### config.mk
export PLATFORM = sky130hd
export DESIGN_NAME = bresenham_line_pixel_generator
export DESIGN_NICKNAME = d
export VERILOG_FILES = /design/src/rtl/blpg_pkg.sv /design/src/rtl/bresenham_line_pixel_generator.sv /design/src/rtl/blpg_front.sv /design/src/rtl/blpg_cmd_fifo.sv /design/src/rtl/blpg_walker.sv
export VERILOG_INCLUDE_DIRS = /design/src /design/src/rtl
export SDC_FILE = /design/constraint.sdc
export NUM_CORES = 1
export LEC_CHECK = 0
export BUFFER_PORTS_ARGS = -buffer_cell sky130_fd_sc_hd__buf_2
export CORE_ASPECT_RATIO = 1.75
export CORE_MARGIN = 1
export CORE_UTILIZATION = 49
export DETAILED_ROUTE_END_ITERATION = 16
export PLACE_DENSITY = 0.78
export SYNTH_ARGS = -nofsm -noshare
export SYNTH_HDL_FRONTEND = slang
export SYNTH_SLANG_ARGS = --single-unit
### constraint.sdc
create_clock -name clk -period 7.8 [get_ports clk]
set_input_delay 0.78 -clock clk [delete_from_list [all_inputs] [get_ports clk]]
set_output_delay 0.78 -clock clk [all_outputs]
set_load 0.01 [all_outputs]
### src/rtl/bresenham_line_pixel_generator_defines.svh
// ----------------------------------------------------------------------------
// bresenham line pixel generator: shared assertion macros
// same-cycle implication and next-cycle forms, clocked on clk, off in reset
// ----------------------------------------------------------------------------
`ifndef BRESENHAM_LINE_PIXEL_GENERATOR_DEFINES_SVH
`define BRESENHAM_LINE_PIXEL_GENERATOR_DEFINES_SVH

// same-cycle implication
`define BLPG_ASSERT_IMPLY(label, ante, cons, msg) \
    label: assert property (@(posedge clk) disable iff (!rst_n) (ante) |-> (cons)) \
        else $error(msg);

// next-cycle implication
`define BLPG_ASSERT_NEXT(label, ante, cons, msg) \
    label: assert property (@(posedge clk) disable iff (!rst_n) (ante) |=> (cons)) \
        else $error(msg);

`endif

### src/rtl/blpg_pkg.sv
`timescale 1ns / 1ps
// ----------------------------------------------------------------------------
// blpg_pkg
// types and constants shared by the line pixel generator modules
// ----------------------------------------------------------------------------
package blpg_pkg;

    localparam int COORD_W  = 5;
    localparam int SIZE_W   = 6;
    localparam int VALUE_W  = 8;
    localparam int SPAN_W   = 6;
    localparam int SPANN_W  = 7;
    localparam int ERR_W    = 8;

    // depth of the command queue between front and walker
    localparam int CMD_DEPTH = 2;
    localparam int CMD_PTR_W = (CMD_DEPTH > 1) ? $clog2(CMD_DEPTH) : 1;
    localparam int CMD_CNT_W = $clog2(CMD_DEPTH + 1);

    // register map: index is paddr[2]
    localparam logic REG_CANVAS_WIDTH  = 1'b0;
    localparam logic REG_CANVAS_HEIGHT = 1'b1;

    localparam logic [SIZE_W-1:0] CANVAS_SIZE_RESET = 6'd32;

    // classified line command, ready for the walker
    typedef struct packed {
        logic [COORD_W-1:0] start_x;
        logic [COORD_W-1:0] start_y;
        logic [COORD_W-1:0] end_x;
        logic [COORD_W-1:0] end_y;
        logic [SPAN_W-1:0]  span_x;      // |end_x - start_x|
        logic [SPANN_W-1:0] span_y_neg;  // -|end_y - start_y|, two's complement
        logic [1:0]         step_dirs;   // bit 0: x steps down, bit 1: y steps down
        logic [VALUE_W-1:0] value;
    } line_cmd_t;

endpackage

### src/rtl/bresenham_line_pixel_generator.sv
`timescale 1ns / 1ps
// ----------------------------------------------------------------------------
// bresenham_line_pixel_generator
// line commands in, pixel write transactions out, along the line in order,
// with the final pixel of each line flagged
// ----------------------------------------------------------------------------
//  channel   direction  handshake              payload
//  command   in         push / full            start_x start_y end_x end_y pixel_value
//  pixel     out        empty / pop            pixel_col pixel_row write_value last_pixel
//  config    in         apb psel/penable       canvas_width (0x0) canvas_height (0x4)
//
//  the walker loads each line, then makes one pixel per cycle while its
//  output register is free, ending with the flagged last pixel
//  a command is registered in the command queue, then the walk state, then the output register
//  commands off the canvas are consumed with no pixel transactions
//  the two-entry command queue lets commands be taken while a line is walked
//  rst_n clears control state asynchronously; no clearing pass is needed
// ----------------------------------------------------------------------------
module bresenham_line_pixel_generator
    import blpg_pkg::*;
#(
    parameter int CANVAS_MAX = 32
)
(
    input  logic               clk,
    input  logic               rst_n,
    // command queue side
    input  logic               push,
    output logic               full,
    input  logic [COORD_W-1:0] start_x,
    input  logic [COORD_W-1:0] start_y,
    input  logic [COORD_W-1:0] end_x,
    input  logic [COORD_W-1:0] end_y,
    input  logic [VALUE_W-1:0] pixel_value,
    // pixel queue side
    output logic               empty,
    input  logic               pop,
    output logic [COORD_W-1:0] pixel_col,
    output logic [COORD_W-1:0] pixel_row,
    output logic [VALUE_W-1:0] write_value,
    output logic               last_pixel,
    // configuration
    input  logic               psel,
    input  logic               penable,
    input  logic               pwrite,
    input  logic [2:0]         paddr,
    input  logic [31:0]        pwdata,
    output logic [31:0]        prdata,
    output logic               pready
);

    logic [SIZE_W-1:0] canvas_width_reg;
    logic [SIZE_W-1:0] canvas_height_reg;
    logic              cfg_write;
    logic              cmd_write;
    line_cmd_t         cmd_in;
    line_cmd_t         cmd_out;
    logic              fifo_empty;
    logic              fifo_pop;

    // configuration registers
    assign pready    = 1'b1;
    assign cfg_write = psel && penable && pwrite && pready;

    always_ff @(posedge clk or negedge rst_n)
    begin
        if (!rst_n)
        begin
            canvas_width_reg  <= CANVAS_SIZE_RESET;
            canvas_height_reg <= CANVAS_SIZE_RESET;
        end
        else if (cfg_write)
        begin
            unique case (paddr[2])
                REG_CANVAS_WIDTH:  canvas_width_reg  <= pwdata[SIZE_W-1:0];
                REG_CANVAS_HEIGHT: canvas_height_reg <= pwdata[SIZE_W-1:0];
                default:           canvas_width_reg  <= canvas_width_reg;
            endcase
        end
    end

    // register read back
    always_comb
    begin
        unique case (paddr[2])
            REG_CANVAS_WIDTH:  prdata = {{(32-SIZE_W){1'b0}}, canvas_width_reg};
            REG_CANVAS_HEIGHT: prdata = {{(32-SIZE_W){1'b0}}, canvas_height_reg};
            default:           prdata = '0;
        endcase
    end

    // front: accept and classify
    blpg_front #(
        .CANVAS_MAX (CANVAS_MAX)
    ) u_front (
        .push          (push),
        .queue_full    (full),
        .start_x       (start_x),
        .start_y       (start_y),
        .end_x         (end_x),
        .end_y         (end_y),
        .pixel_value   (pixel_value),
        .canvas_width  (canvas_width_reg),
        .canvas_height (canvas_height_reg),
        .cmd_write     (cmd_write),
        .cmd           (cmd_in)
    );

    // command queue
    blpg_cmd_fifo u_cmd_fifo (
        .clk     (clk),
        .rst_n   (rst_n),
        .wr_en   (cmd_write),
        .wr_data (cmd_in),
        .rd_en   (fifo_pop),
        .rd_data (cmd_out),
        .full    (full),
        .empty   (fifo_empty)
    );

    // back: line walk and result register
    blpg_walker u_walker (
        .clk         (clk),
        .rst_n       (rst_n),
        .fifo_cmd    (cmd_out),
        .fifo_empty  (fifo_empty),
        .fifo_pop    (fifo_pop),
        .pop         (pop),
        .empty       (empty),
        .pixel_col   (pixel_col),
        .pixel_row   (pixel_row),
        .write_value (write_value),
        .last_pixel  (last_pixel)
    );

endmodule

### src/rtl/blpg_front.sv
`timescale 1ns / 1ps
// ----------------------------------------------------------------------------
// blpg_front
// accepts line commands, drops those off the canvas, works out spans and
// step directions for the walker
// ----------------------------------------------------------------------------
module blpg_front
    import blpg_pkg::*;
#(
    parameter int CANVAS_MAX = 32
)
(
    input  logic               push,
    input  logic               queue_full,
    input  logic [COORD_W-1:0] start_x,
    input  logic [COORD_W-1:0] start_y,
    input  logic [COORD_W-1:0] end_x,
    input  logic [COORD_W-1:0] end_y,
    input  logic [VALUE_W-1:0] pixel_value,
    input  logic [SIZE_W-1:0]  canvas_width,
    input  logic [SIZE_W-1:0]  canvas_height,
    output logic               cmd_write,
    output line_cmd_t          cmd
);

    localparam logic [SIZE_W:0] MAX_SIZE = (SIZE_W+1)'(CANVAS_MAX);

    logic [SIZE_W:0]    eff_w;
    logic [SIZE_W:0]    eff_h;
    logic               in_bounds;
    logic [COORD_W-1:0] abs_x;
    logic [COORD_W-1:0] abs_y;

    // size registers above the build limit act as the limit
    always_comb
    begin
        eff_w = ({1'b0, canvas_width} > MAX_SIZE) ? MAX_SIZE : {1'b0, canvas_width};
        eff_h = ({1'b0, canvas_height} > MAX_SIZE) ? MAX_SIZE : {1'b0, canvas_height};
    end

    // every endpoint coordinate must be below its size
    assign in_bounds = ({2'b00, start_x} < eff_w) && ({2'b00, end_x} < eff_w) &&
                       ({2'b00, start_y} < eff_h) && ({2'b00, end_y} < eff_h);

    // spans and directions
    always_comb
    begin
        abs_x = (end_x > start_x) ? (end_x - start_x) : (start_x - end_x);
        abs_y = (end_y > start_y) ? (end_y - start_y) : (start_y - end_y);
        cmd.start_x      = start_x;
        cmd.start_y      = start_y;
        cmd.end_x        = end_x;
        cmd.end_y        = end_y;
        cmd.span_x       = {1'b0, abs_x};
        cmd.span_y_neg   = SPANN_W'(0) - {2'b00, abs_y};
        cmd.step_dirs[0] = !(start_x < end_x);
        cmd.step_dirs[1] = !(start_y < end_y);
        cmd.value        = pixel_value;
    end

    // rejected transactions are consumed without reaching the queue
    assign cmd_write = push && !queue_full && in_bounds;

endmodule

### src/rtl/blpg_cmd_fifo.sv
`timescale 1ns / 1ps
// ----------------------------------------------------------------------------
// blpg_cmd_fifo
// short queue of classified commands between front and walker
// ----------------------------------------------------------------------------
module blpg_cmd_fifo
    import blpg_pkg::*;
(
    input  logic      clk,
    input  logic      rst_n,
    input  logic      wr_en,
    input  line_cmd_t wr_data,
    input  logic      rd_en,
    output line_cmd_t rd_data,
    output logic      full,
    output logic      empty
);

    line_cmd_t              entry_reg [CMD_DEPTH];
    logic [CMD_PTR_W-1:0]   wr_ptr_reg;
    logic [CMD_PTR_W-1:0]   wr_ptr_next;
    logic [CMD_PTR_W-1:0]   rd_ptr_reg;
    logic [CMD_PTR_W-1:0]   rd_ptr_next;
    logic [CMD_CNT_W-1:0]   cnt_reg;
    logic [CMD_CNT_W-1:0]   cnt_next;
    logic                   do_wr;
    logic                   do_rd;

    assign full    = (cnt_reg == CMD_CNT_W'(CMD_DEPTH));
    assign empty   = (cnt_reg == '0);
    assign rd_data = entry_reg[rd_ptr_reg];
    assign do_wr   = wr_en && !full;
    assign do_rd   = rd_en && !empty;

    // pointer and count update
    always_comb
    begin
        wr_ptr_next = wr_ptr_reg;
        rd_ptr_next = rd_ptr_reg;
        cnt_next    = cnt_reg;
        if (do_wr)
        begin
            wr_ptr_next = (wr_ptr_reg == CMD_PTR_W'(CMD_DEPTH - 1)) ? '0 : wr_ptr_reg + 1'b1;
        end
        if (do_rd)
        begin
            rd_ptr_next = (rd_ptr_reg == CMD_PTR_W'(CMD_DEPTH - 1)) ? '0 : rd_ptr_reg + 1'b1;
        end
        if (do_wr && !do_rd)
        begin
            cnt_next = cnt_reg + 1'b1;
        end
        else if (do_rd && !do_wr)
        begin
            cnt_next = cnt_reg - 1'b1;
        end
    end

    always_ff @(posedge clk or negedge rst_n)
    begin
        if (!rst_n)
        begin
            wr_ptr_reg <= '0;
            rd_ptr_reg <= '0;
            cnt_reg    <= '0;
        end
        else
        begin
            wr_ptr_reg <= wr_ptr_next;
            rd_ptr_reg <= rd_ptr_next;
            cnt_reg    <= cnt_next;
        end
    end

    // storage, no reset
    always_ff @(posedge clk)
    begin
        if (do_wr)
        begin
            entry_reg[wr_ptr_reg] <= wr_data;
        end
    end

endmodule

### src/rtl/blpg_walker.sv
`timescale 1ns / 1ps
`include "bresenham_line_pixel_generator_defines.svh"
// ----------------------------------------------------------------------------
// blpg_walker
// takes one command at a time from the queue and walks the line with the
// error-term method, one pixel per cycle while the output register is free
// ----------------------------------------------------------------------------
module blpg_walker
    import blpg_pkg::*;
(
    input  logic               clk,
    input  logic               rst_n,
    input  line_cmd_t          fifo_cmd,
    input  logic               fifo_empty,
    output logic               fifo_pop,
    input  logic               pop,
    output logic               empty,
    output logic [COORD_W-1:0] pixel_col,
    output logic [COORD_W-1:0] pixel_row,
    output logic [VALUE_W-1:0] write_value,
    output logic               last_pixel
);

    // walk state
    logic                      busy_reg;
    logic                      busy_next;
    logic [COORD_W-1:0]        cur_col_reg;
    logic [COORD_W-1:0]        cur_col_next;
    logic [COORD_W-1:0]        cur_row_reg;
    logic [COORD_W-1:0]        cur_row_next;
    logic signed [ERR_W-1:0]   err_term_reg;
    logic signed [ERR_W-1:0]   err_term_next;
    logic [SPAN_W-1:0]         span_x_reg;
    logic [SPANN_W-1:0]        span_y_neg_reg;
    logic [1:0]                step_dirs_reg;
    logic [2*COORD_W-1:0]      target_point_reg;
    logic [VALUE_W-1:0]        held_value_reg;

    // output register
    logic                      out_valid_reg;
    logic                      out_valid_next;
    logic [COORD_W-1:0]        pixel_col_reg;
    logic [COORD_W-1:0]        pixel_row_reg;
    logic [VALUE_W-1:0]        write_value_reg;
    logic                      last_pixel_reg;

    // step datapath
    logic                      step_fire;
    logic                      step_last;
    logic                      at_end;
    logic                      x_step;
    logic                      y_step;
    logic                      done_x;
    logic                      done_y;
    logic signed [ERR_W:0]     e2;
    logic signed [ERR_W:0]     dx_ext;
    logic signed [ERR_W:0]     dy_ext;
    logic signed [ERR_W:0]     err_sum;
    logic [COORD_W-1:0]        end_col;
    logic [COORD_W-1:0]        end_row;
    logic [ERR_W-1:0]          err_init;

    assign end_col   = target_point_reg[COORD_W-1:0];
    assign end_row   = target_point_reg[2*COORD_W-1:COORD_W];
    assign fifo_pop  = !busy_reg && !fifo_empty;
    assign step_fire = busy_reg && (!out_valid_reg || pop);

    // decisions for the current pixel
    always_comb
    begin
        e2      = $signed({err_term_reg, 1'b0});
        dx_ext  = $signed({{(ERR_W+1-SPAN_W){1'b0}}, span_x_reg});
        dy_ext  = $signed({{(ERR_W+1-SPANN_W){span_y_neg_reg[SPANN_W-1]}}, span_y_neg_reg});
        at_end  = (cur_col_reg == end_col) && (cur_row_reg == end_row);
        x_step  = (e2 >= dy_ext);
        done_x  = x_step && (cur_col_reg == end_col);
        y_step  = !done_x && (e2 <= dx_ext);
        done_y  = y_step && (cur_row_reg == end_row);
        step_last = at_end || done_x || done_y;
        err_sum = $signed({err_term_reg[ERR_W-1], err_term_reg})
                  + (x_step ? dy_ext : '0) + (y_step ? dx_ext : '0);
        err_init = ERR_W'({2'b00, fifo_cmd.span_x}) +
                   ERR_W'({fifo_cmd.span_y_neg[SPANN_W-1], fifo_cmd.span_y_neg});
    end

    // next walk position
    always_comb
    begin
        busy_next     = busy_reg;
        cur_col_next  = cur_col_reg;
        cur_row_next  = cur_row_reg;
        err_term_next = err_term_reg;
        if (fifo_pop)
        begin
            busy_next     = 1'b1;
            cur_col_next  = fifo_cmd.start_x;
            cur_row_next  = fifo_cmd.start_y;
            err_term_next = $signed(err_init);
        end
        else if (step_fire)
        begin
            if (step_last)
            begin
                busy_next = 1'b0;
            end
            else
            begin
                err_term_next = err_sum[ERR_W-1:0];
                if (x_step)
                begin
                    cur_col_next = step_dirs_reg[0] ? cur_col_reg - 1'b1 : cur_col_reg + 1'b1;
                end
                if (y_step)
                begin
                    cur_row_next = step_dirs_reg[1] ? cur_row_reg - 1'b1 : cur_row_reg + 1'b1;
                end
            end
        end
    end

    // output slot: filled by a step, freed by a pop
    always_comb
    begin
        out_valid_next = out_valid_reg;
        if (step_fire)
        begin
            out_valid_next = 1'b1;
        end
        else if (pop)
        begin
            out_valid_next = 1'b0;
        end
    end

    always_ff @(posedge clk or negedge rst_n)
    begin
        if (!rst_n)
        begin
            busy_reg         <= 1'b0;
            out_valid_reg    <= 1'b0;
            cur_col_reg      <= '0;
            cur_row_reg      <= '0;
            err_term_reg     <= '0;
            span_x_reg       <= '0;
            span_y_neg_reg   <= '0;
            step_dirs_reg    <= '0;
            target_point_reg <= '0;
            held_value_reg   <= '0;
        end
        else
        begin
            busy_reg      <= busy_next;
            out_valid_reg <= out_valid_next;
            cur_col_reg   <= cur_col_next;
            cur_row_reg   <= cur_row_next;
            err_term_reg  <= err_term_next;
            if (fifo_pop)
            begin
                span_x_reg       <= fifo_cmd.span_x;
                span_y_neg_reg   <= fifo_cmd.span_y_neg;
                step_dirs_reg    <= fifo_cmd.step_dirs;
                target_point_reg <= {fifo_cmd.end_y, fifo_cmd.end_x};
                held_value_reg   <= fifo_cmd.value;
            end
        end
    end

    // result payload, no reset
    always_ff @(posedge clk)
    begin
        if (step_fire)
        begin
            pixel_col_reg   <= cur_col_reg;
            pixel_row_reg   <= cur_row_reg;
            write_value_reg <= held_value_reg;
            last_pixel_reg  <= step_last;
        end
    end

    assign empty       = !out_valid_reg;
    assign pixel_col   = pixel_col_reg;
    assign pixel_row   = pixel_row_reg;
    assign write_value = write_value_reg;
    assign last_pixel  = last_pixel_reg;

    // a new command is only taken between lines
    `BLPG_ASSERT_IMPLY(a_pop_only_idle, fifo_pop, !busy_reg, "command taken mid line")
    // the flagged pixel ends the walk
    `BLPG_ASSERT_NEXT(a_last_ends_walk, step_fire && step_last, !busy_reg, "walk runs past end")
    // a loaded command starts at its first endpoint
    `BLPG_ASSERT_NEXT(a_load_at_start, fifo_pop,
        busy_reg && (cur_col_reg == $past(fifo_cmd.start_x))
        && (cur_row_reg == $past(fifo_cmd.start_y)), "walk not at start point")

endmodule
[Word level (Yosys, flattened, before mapping)]
Memory sizes are Yosys's and may differ from the RTL's.
Index checks and enable logic that the tools add are counted.
Operators by class
  bitwise gates (word level): 1
  order comparisons: 12
  reduce and logical (&&, ||, !) cells: 42
  equal/unequal tests: 4
  muxes and demuxes: 31
  add/sub/neg operators: 16
Operator list (number)
  32-bit case mux with 2 select lines: 1
  5-bit two-way mux: 12
  8-bit two-way mux: 4
  5-bit by 7-bit < comparator with 1-bit output: 4
  5-bit subtractor: 4
  6-bit two-way mux: 3
  1-bit logical AND: 17
  8-bit adder: 2
  6-bit greater-than comparator (second input constant): 2
  2-bit nonzero test: 6
  5-bit by 1-bit adder with 5-bit output (second input constant): 2
  5-bit equality test: 2
  5-bit greater-than comparator: 2
  5-bit < comparator: 2
  5-bit by 1-bit subtractor with 5-bit output (second input constant): 2
  9-bit by 7-bit >= comparator with 1-bit output: 1
  9-bit by 7-bit less-or-equal comparator with 1-bit output: 1
  1-bit zero test: 9
  1-bit two-way mux: 9
  7-bit by 7-bit adder with 8-bit output: 1
  2-bit AND reduction: 4
  3-bit AND reduction: 2
  1-bit by 5-bit subtractor with 6-bit output (first input constant): 1
  2-bit two-way mux: 2
  other kinds (8): 11
Word-level totals
  output and inout bits: 54
  register bits: 88
  RAM bits: 84
  bits of input ports: 70
  word-level logic and storage cells: 126
  memories kept: 1
Memory list
  u_cmd_fifo.entry_reg: depth 2, width 42, read ports 1, clocked after Yosys merged registers in 0, wr ports 1, RTL line blpg_cmd_fifo.sv:19  | line_cmd_t entry_reg [CMD_DEPTH];

[Logic depth before layout (Yosys ltp)]
Gate-level depths: netlist of the first run.
  depth after elaboration: 12
  gate-level depth with buffers: 20
  mapped depth without buffers: 19

[Cells and area by module]
Synthesis of the first run repeated with hierarchy kept, for this count alone.
Unflattened totals
  cells, all modules: 841
  area total of the unflattened synthesis: 10010.9 um^2
Modules (own cells, without submodules)
  blpg_walker: cells each 425, times used 1, area each 4165.2 um^2, sequential area each 1896.8 um^2
  blpg_cmd_fifo: cells each 153, times used 1, area each 3500.9 um^2, sequential area each 2682.6 um^2
  blpg_front: cells each 201, times used 1, area each 1581.5 um^2, sequential area each 0.0 um^2
  bresenham_line_pixel_generator: cells each 62, times used 1, area each 763.2 um^2, sequential area each 302.8 um^2

[Worst setup path before layout of the first run]
No wires, ideal clock.
  path kind: input-to-reg
  start: input port start_x[1]
  end: memory u_cmd_fifo.entry_reg[0][0] (netlist name) (enable)
  data arrival time: 3.771 ns
  path slack: 3.585 ns
  buffers on the path: 0
  data required time: 7.356 ns
  library setup time: 0.444 ns
  stages: 8
  cell sequence: ha_1 > o21ai_0 > a21oi_1 > nor3_1 > o22ai_1 > o41ai_1 > o21a_1 > nor2b_1
Between the ends
  word-level cells in the longest chain between the ends: 8
RTL lines
  from (decl): RTL line bresenham_line_pixel_generator.sv:30  | input logic [COORD_W-1:0] start_x,
  5-bit by 7-bit < comparator with 1-bit output: RTL line blpg_front.sv:42  | assign in_bounds = ({2'b00, start_x} < eff_w) && ({2'b00, end_x} < eff_w) &&
  1-bit logical AND (2 in a row): RTL line blpg_front.sv:42
  1-bit logical AND: RTL line blpg_front.sv:43  | ({2'b00, start_y} < eff_h) && ({2'b00, end_y} < eff_h);
  1-bit logical AND: RTL line blpg_front.sv:62  | assign cmd_write = push && !queue_full && in_bounds;
  1-bit logical AND: RTL line blpg_cmd_fifo.sv:32  | assign do_wr = wr_en && !full;
  via u_cmd_fifo.do_wr: RTL line blpg_cmd_fifo.sv:26  | logic do_wr;
  1-bit two-way mux: RTL line blpg_cmd_fifo.sv:78  | if (do_wr)
  1-bit two-way mux (implied by the code): RTL line blpg_cmd_fifo.sv:80  | entry_reg[wr_ptr_reg] <= wr_data;
  to (decl): RTL line blpg_cmd_fifo.sv:19
The timed path passes the listed nets, and every way through them passes these cells.

[Final worst setup path of the first run]
  start: register u_walker.span_y_neg_reg[5]
  end: register u_walker.err_term_reg[7]
Between the ends
  word-level cells in the longest chain between the ends: 9
  elaborated cells between the ends (all ways): 16
  those cells by class: add/sub: 2; order compare: 1; eq/ne: 1; mux: 5; reduce/logical: 7
RTL lines
  from (decl): RTL line blpg_walker.sv:34  | logic [SPANN_W-1:0] span_y_neg_reg;
  from (signal assigned): RTL line blpg_walker.sv:160  | span_y_neg_reg <= fifo_cmd.span_y_neg;
  branches (longest 9 deep; another with 9-bit by 7-bit >= comparator with 1-bit output)
  to (signal assigned): RTL line blpg_walker.sv:156  | err_term_reg <= err_term_next;
  to (decl): RTL line blpg_walker.sv:31  | logic signed [ERR_W-1:0] err_term_reg;
Several ways; the timed one is not identified. The select of a mux whose other input is x is not followed.
A chain may end at the register's enable or synchronous reset.

==> results.yml, run 1 <==
power_and_ir_drop:
  p_seq_share_pct: 35.7
  power.density_mw_per_mm2: 400
  p_switching_mw: 1.55
  power_frac_clock_pct: 18.7
  p_int_mw: 2.48
  ir_drop_mv: 0.208
  switching_share_pct: 38.5
  leakagePower_nw: 4.43
  p_comb_share_pct: 45.6
clocking:
  cts_hold_buf: 0
  cts.sinks: 168
  clk_latency_ns: 0.43
  htreeDepth: 4
  cts_buffers: 17
  cts_buffer_depth: 2
  post_cts_buffers: 0
  cts_resized: 0
  clkTransAtPathRegs_ns: 0.06
  root_buffer: "clkbuf_16"
  cts_tree: "done"
job:
  cap_violations: 0
timing:
  timing.final.ws_setup_ns: 2.82
  drv_slew: 0
  final.setup_skew_ns: 0.0112
  rsz0062_at_grt: "no"
  fin_setup_tns_ns: 0
  worstMarginPinSlew_ns: 1.02
  relSlewSlack_pct: 31.8
  hold_violations: 0
  post-route-period-util_pct: 63.8
  fmax_ghz: 0.201
  post-route-min-period_ns: 4.98
  setup_viol: 0
final_layout:
  utilization_pct: 55.7
  diodes: 0
  fin_area_mm2: 0.0101
  nNetsFinal: 982
  drive_gt1_share_pct: 16.8
  largest_reg_flops: 82
  areaGrowthSynthToFinish_pct: 10.9
global_routing:
  grt_overflow: 0
  grt_max_degree: 68
  grtUsageTotal_pct: 19.2
  antenna_found_initial: 0
  grt_pass1_wl_um: 28200
  grt_pass1_vias: 5903
critical_path:
  rr_worst_depth: 18
  critPathLaunch: "u_walker.span_y_neg_reg[5]"
  critPathArrivalTime_ns: 5.28
  crit_buf_inv: 2
  slowest_stage: "fa_1"
  max_stage_delay_ns: 0.52
  start_kind: "flip-flop"
  cp.required_ns: 8.11
  r2r-start: "u_walker.span_y_neg_reg[5]"
  reg2reg_slack_ns: 2.82
  cp-end-kind: "flip-flop"
  cpMostUsedCell: "a211oi_1"
  cp_top_family: "compound AO/OA/AOI/OAI gates"
  path_class: "flip-flop to flip-flop"
  reg2reg_to: "u_walker.err_term_reg[7]"
  worst-path-max-fanout: 11
  crit_path_cell_trace: "inv_1 > ha_1 > a22o_1 > o41ai_1 > nand2_1 > a21oi_1 > nand2_1 > fa_1 > inv_1 > ha_1 > fa_1 > a211oi_1 > o21bai_1 > a21oi_1 > xnor2_1 > a21o_1 > a211oi_1 > a211oi_1"
routing:
  antenna_left: 0
  drt_iter0_drc: 167
  wl_um: 17300
  wl_per_cell_um: 16.0
  vias: 5729
  drc: 0
  dr.pass1.iters: 4
  via_per_inst: 5.32
place:
  io_buffers: 68
  post_dp_cell_area_mm2: 0.00954
  hpwl_um: 12700
  place_ws_ns: 2.84
  gp_congestion: 0.852
synth:
  synthArstFlopShare_pct: 39.9
  synth_edf_count: 101
  syn-instance-count: 760
  ys_seq_area_share_pct: 51.9
  synth.cell_area_mm2: 0.00907
  syn_area_per_cell_um2: 11.9
  synth_cell_types: 57
  ys.warnings.count: 0
  synth_flop_cell: "edfxtp_1"
  ys_ff_latch: 168
floorplanning:
  rows: 65
  io_pins: 124
  die_area_mm2: 0.0191
  die_h_um: 182
  start_util_pct: 50.2
  die_width_um: 105
  core_mm2: 0.0181
worst_hold_path:
  hp-class: "flip-flop to flip-flop"
  min_to: "u_walker.write_value[2]"
  min_path_cells: 0
  holdCritStartpoint: "u_walker.held_value_reg[2]"
outcome:
  status: "complete, no violations"
-- metrics by stage --
stage / instances / power, mW / hold WS, ns
2_1_floorplan: 785 / 2.84 / 0.425
3_3_place_gp: 1045 / 3.21 / 0.431
3_5_place_dp: 1045 / 3.29 / 0.433
4_1_cts: 1077 / 4.06 / 0.446
5_1_grt: 1077 / 4.34 / 0.464
6_report: 1077 / 4.03 / 0.444
-- cell usage in the layout (no fill, tap or decap), types with 19 or more instances in the layout --
master,instances
nand2_1,42
edfxtp_1,101
inv_1,65
nand2b_1,19
xnor2_1,26
conb_1,27
o21ai_0,40
nor2_1,39
dfrtp_1,64
ha_1,69
a21oi_1,43
mux2_2,29
buf_2,68
mux2i_1,40
-- cells in the mapped netlist, types with 2 or more instances --
master	count	area share, %
a211o_1	2	0.19
a211oi_1	6	0.50
a21o_1	13	1.1
a21oi_1	43	2.4
a311o_1	2	0.22
a311o_2	2	0.25
a31oi_1	3	0.21
and2_1	3	0.21
and3_1	2	0.14
buf_1	2	0.083
buf_2	5	0.28
buf_4	27	2.2
buf_6	3	0.37
clkbuf_1	9	0.37
conb_1	2	0.083
dfrtp_1	65	18
dfstp_2	2	0.58
edfxtp_1	101	33
fa_1	13	2.9
ha_1	69	9.5
inv_1	65	2.7
mux2_2	29	3.6
mux2i_1	40	4.4
nand2_1	42	1.7
nand2b_1	19	1.3
nand3_1	13	0.72
nand3b_1	2	0.17
nor2_1	39	1.6
nor2b_1	10	0.69
nor3_1	6	0.33
o211ai_1	6	0.50
o21a_1	7	0.58
o21ai_0	40	2.2
o22ai_1	3	0.21
o41ai_1	3	0.29
or3_1	2	0.14
xnor2_1	26	2.5
xor2_1	15	1.4
-- worst reg2reg max path: cells and delay by family, from the launching register on --
| family | cells | cell delay [ns] |
|---|---|---|
| adders and majority gates | 4 | 1.49 |
| DFF | 1 | 0.41 |
| buffers and inverters | 2 | 0.20 |
| and+or+nand+nor | 2 | 0.53 |
| xor gates and xnor gates | 1 | 0.11 |
| AOI/OAI and AO/OA | 9 | 2.11 |
-- metal layers --
layer | share of wire [%] | track usage, % | vias up
met5 | 0 | 0 | -
met4 | 3.7 | 10.5 | 0
met3 | 3.1 | 3.59 | 41
met2 | 55 | 35.9 | 135
met1 | 39 | 20.0 | 2783
li1 | - | - | 2770
-- cell families (layout without fill, tap and decap cells) --
family	count (synthesis)	after routing	share of synthesized area (%)
other	2	27	0.0828
XOR/XNOR	41	41	3.96
multiplexers	69	69	8.01
adder cells (fa/ha/maj)	82	82	12.4
buffers and inverters	113	171	6.15
AO/OA/AOI/OAI	141	141	9.92
flip-flops	168	168	51.9
AND/OR/NAND/NOR	144	144	7.56
-- final cells by class --
class | count | area (um2)
Clock buffer | 21 | 450
Clock inverter | 11 | 75.1
Fill cell | 1528 | 7990
Inverter | 66 | 248
Multi-Input combinational cell | 504 | 3910
Sequential cell | 168 | 4710
Tap cell | 234 | 293
Timing Repair Buffer | 73 | 378
-- worst max path at each step --
stage                                      end  slack (ns)  cells past startpoint
floorplan           u_cmd_fifo.entry_reg[0][0]        3.59                      8
detailed placement    u_walker.err_term_reg[7]        2.84                     18
CTS                   u_walker.err_term_reg[7]        2.83                     18
global placement      u_walker.err_term_reg[7]        3.01                     18
finish                u_walker.err_term_reg[7]        2.82                     18
global route          u_walker.err_term_reg[7]        2.54                     18
-- power groups by stage --
stage / Combinational, mW / Clock [mW] / Sequential, mW
floorplan: 1.45 / 0 / 1.40
global placement: 1.77 / 0 / 1.45
detailed placement: 1.83 / 0 / 1.46
CTS: 1.85 / 0.768 / 1.44
global route: 2.07 / 0.804 / 1.47
finish: 1.84 / 0.753 / 1.44
No activity file was read; power rests on OpenSTA's default activity.
==> run 2: changes to the inputs <==
--- a/config.mk
+++ b/config.mk
@@ -6,12 +6,13 @@
 export SDC_FILE = /design/constraint.sdc
 export NUM_CORES = 1
 export LEC_CHECK = 0
+export ABC_AREA = 1
 export BUFFER_PORTS_ARGS = -buffer_cell sky130_fd_sc_hd__buf_2
 export CORE_ASPECT_RATIO = 1.75
 export CORE_MARGIN = 1
 export CORE_UTILIZATION = 49
 export DETAILED_ROUTE_END_ITERATION = 16
-export PLACE_DENSITY = 0.78
+export PLACE_DENSITY = 0.77
 export SYNTH_ARGS = -nofsm -noshare
 export SYNTH_HDL_FRONTEND = slang
 export SYNTH_SLANG_ARGS = --single-unit
==> constraint.sdc (replaced) <==
create_clock -name clk -period 5.1 [get_ports clk]
set_input_delay 0.51 -clock clk [delete_from_list [all_inputs] [get_ports clk]]
set_output_delay 0.51 -clock clk [all_outputs]
set_load 0.01 [all_outputs]
==> results.yml, run 2 <==
synth:
  synth.area.top_cells: "edfxtp_1, dfrtp_1, nand2_1"
  synth.cell_area_mm2: 0.00939
  ys_seq_area_share_pct: 50.2
  synth_edf_count: 101
  synth_most_common_cell: "nand2_1"
  syn_area_per_cell_um2: 9.43
  syn-instance-count: 996
  synth_top_area_cell: "edfxtp_1"
  synth_cell_types: 43
  synthArstFlopShare_pct: 39.9
  ys.warnings.count: 0
  synthTopCellsByCount: "nand2_1, inv_1, edfxtp_1"
  synth_flop_cell: "edfxtp_1"
  synth_top_cell_area_share_pct: 32.3
  ys_ff_latch: 168
timing:
  fin_setup_tns_ns: 0
  final.setup_skew_ns: 0.0133
  hold_violations: 0
  drv_slew: 0
  relSlewSlack_pct: 21.7
  setup_viol: 0
  timing.final.ws_setup_ns: 1.20
  fmax_ghz: 0.256
  worstMarginPinSlew_ns: 1.17
  post-route-min-period_ns: 3.90
  post-route-period-util_pct: 76.6
  rsz0062_at_grt: "no"
clocking:
  clk_latency_ns: 0.44
  cts_tree: "done"
  cts.sinks: 168
  cts_buffer_depth: 2
  cts_hold_buf: 0
  root_buffer: "clkbuf_16"
  cts_resized: 0
  cts_buffers: 17
  clkTransAtPathRegs_ns: 0.07
  htreeDepth: 4
  post_cts_buffers: 0
final_layout:
  nNetsFinal: 1214
  drive_gt1_share_pct: 13.3
  fill_cells: 1609
  diodes: 0
  largest_reg_flops: 82
  mostFrequentLayoutCells: "nand2_1, inv_1, edfxtp_1, ha_1, buf_2"
  utilization_pct: 56.0
  fin_area_mm2: 0.0105
  layout_commonest_cell: "nand2_1"
  areaGrowthSynthToFinish_pct: 11.4
critical_path:
  cp.required_ns: 5.43
  start_kind: "flip-flop"
  slowest_stage: "fa_1"
  path_class: "flip-flop to flip-flop"
  cpMostUsedCell: "nand2_1"
  critPathArrivalTime_ns: 4.23
  worst-path-max-fanout: 8
  cp-end-kind: "flip-flop"
  max_stage_delay_ns: 0.50
global_routing:
  grt_max_degree: 68
  grtUsageTotal_pct: 20.0
  grt_pass1_wl_um: 30400
  antenna_found_initial: 0
  grt_pass1_vias: 6584
  grt_overflow: 0
place:
  place_ws_ns: 1.23
  gp_congestion: 0.851
  post_dp_cell_area_mm2: 0.00986
  hpwl_um: 13900
  io_buffers: 68
routing:
  via_per_inst: 5.13
  wl_um: 18700
  vias: 6737
  antenna_left: 0
  drc: 0
  drt_iter0_drc: 227
  wl_per_cell_um: 14.2
  dr.pass1.iters: 4
job:
  cap_violations: 0
power_and_ir_drop:
  leakagePower_nw: 5.01
  ir_drop_mv: 0.282
  finalPower_mw: 6.16
  power.density_mw_per_mm2: 589
floorplanning:
  core_mm2: 0.0187
  start_util_pct: 50.3
  die_area_mm2: 0.0197
  io_pins: 124
  die_width_um: 107
  rows: 66
  die_h_um: 185
outcome:
  status: "complete, no violations"
worst_hold_path:
  hp-class: "input pin to asynchronous set/reset pin"
run 2: cell count changes after synthesis, sizes merged, moves of 9 or more:
| cell | before | now |
|---|---|---|
| nand4 | 1 | 10 |
| nand3 | 13 | 33 |
| inv | 65 | 124 |
| a21oi | 43 | 34 |
| nand2 | 42 | 299 |
| mux2 | 29 | 1 |
| mux2i | 40 | 7 |
| xnor2 | 26 | 11 |
| nor2b | 10 | 0 |
| o21ai | 40 | 61 |
| a31oi | 3 | 22 |
| a21o | 13 | 1 |
| nand2b | 19 | 0 |
run 2: report_power, final:
part / internal (mW) / switching [mW] / leakage [nW] / total (mW)
Clock: 0.700 / 0.595 / 0.292 / 1.30
Combinational: 1.06 / 1.71 / 2.98 / 2.77
Sequential: 1.83 / 0.260 / 1.73 / 2.09
run 2: final cells by class:
class / instances / area, um2 / share of cell area [%]
flip-flops and latches: 168 / 4710 / 45.1
multi-input cells: 677 / 4000 / 38.2
inverters: 124 / 465 / 4.45
clock buffers: 17 / 425 / 4.07
repair buffers: 74 / 385 / 3.68
well taps: 238 / 298 / 2.85
clock inverters: 15 / 176 / 1.69
run 2: kinds of logic after synthesis:
family	Yosys count	share of synthesized area [%]
compound gates	130	7.89
flops	168	50.2
mux	8	0.866
fa+ha+maj	82	12.0
buf+inv	176	8.44
other cells	2	0.0800
simple gates	400	17.8
xor+xnor	30	2.80
run 2: final timing paths:
check                      slack, ns                          to  cells past startpoint                        from
hold reg to reg                 0.45     u_walker.write_value[0]                      0  u_walker.held_value_reg[0]
setup / recovery                1.20    u_walker.err_term_reg[7]                     25  u_walker.span_y_neg_reg[5]
setup reg to reg                1.20    u_walker.err_term_reg[7]                     25  u_walker.span_y_neg_reg[5]
hold / removal                  0.26   u_walker.step_dirs_reg[1]                      2                       rst_n
min in group clk                0.26  u_cmd_fifo.entry_reg[0][0]                      1              pixel_value[0]
max in group asynchronous       4.24  u_walker.held_value_reg[3]                      2                       rst_n
run 2: per-stage QoR:
stage                     std cells  hold WS [ns]
final                          1313         0.260
after global routing           1313         0.246
after CTS                      1313         0.244
after detailed placement       1281         0.430
after global placement         1281         0.432
after floorplan                1021         0.214
run 2: worst max-delay path, delay by kind of cell, from the launching register on:
family	cells	cell delay [ns]
buf+inv	4	0.34
flops	1	0.40
fa+ha+maj	4	1.51
compound gates	1	0.20
simple gates	16	1.33
run 2: routing by layer:
metal	part of all wire (%)	global-route usage (%)	routed length (um)	vias up
met2	55	38.6	10300	164
met1	37	20.0	7000	3186
met3	3.4	3.41	633	45
met4	3.8	10.7	710	0
met5	0	0	0	-
li1	-	-	-	3342
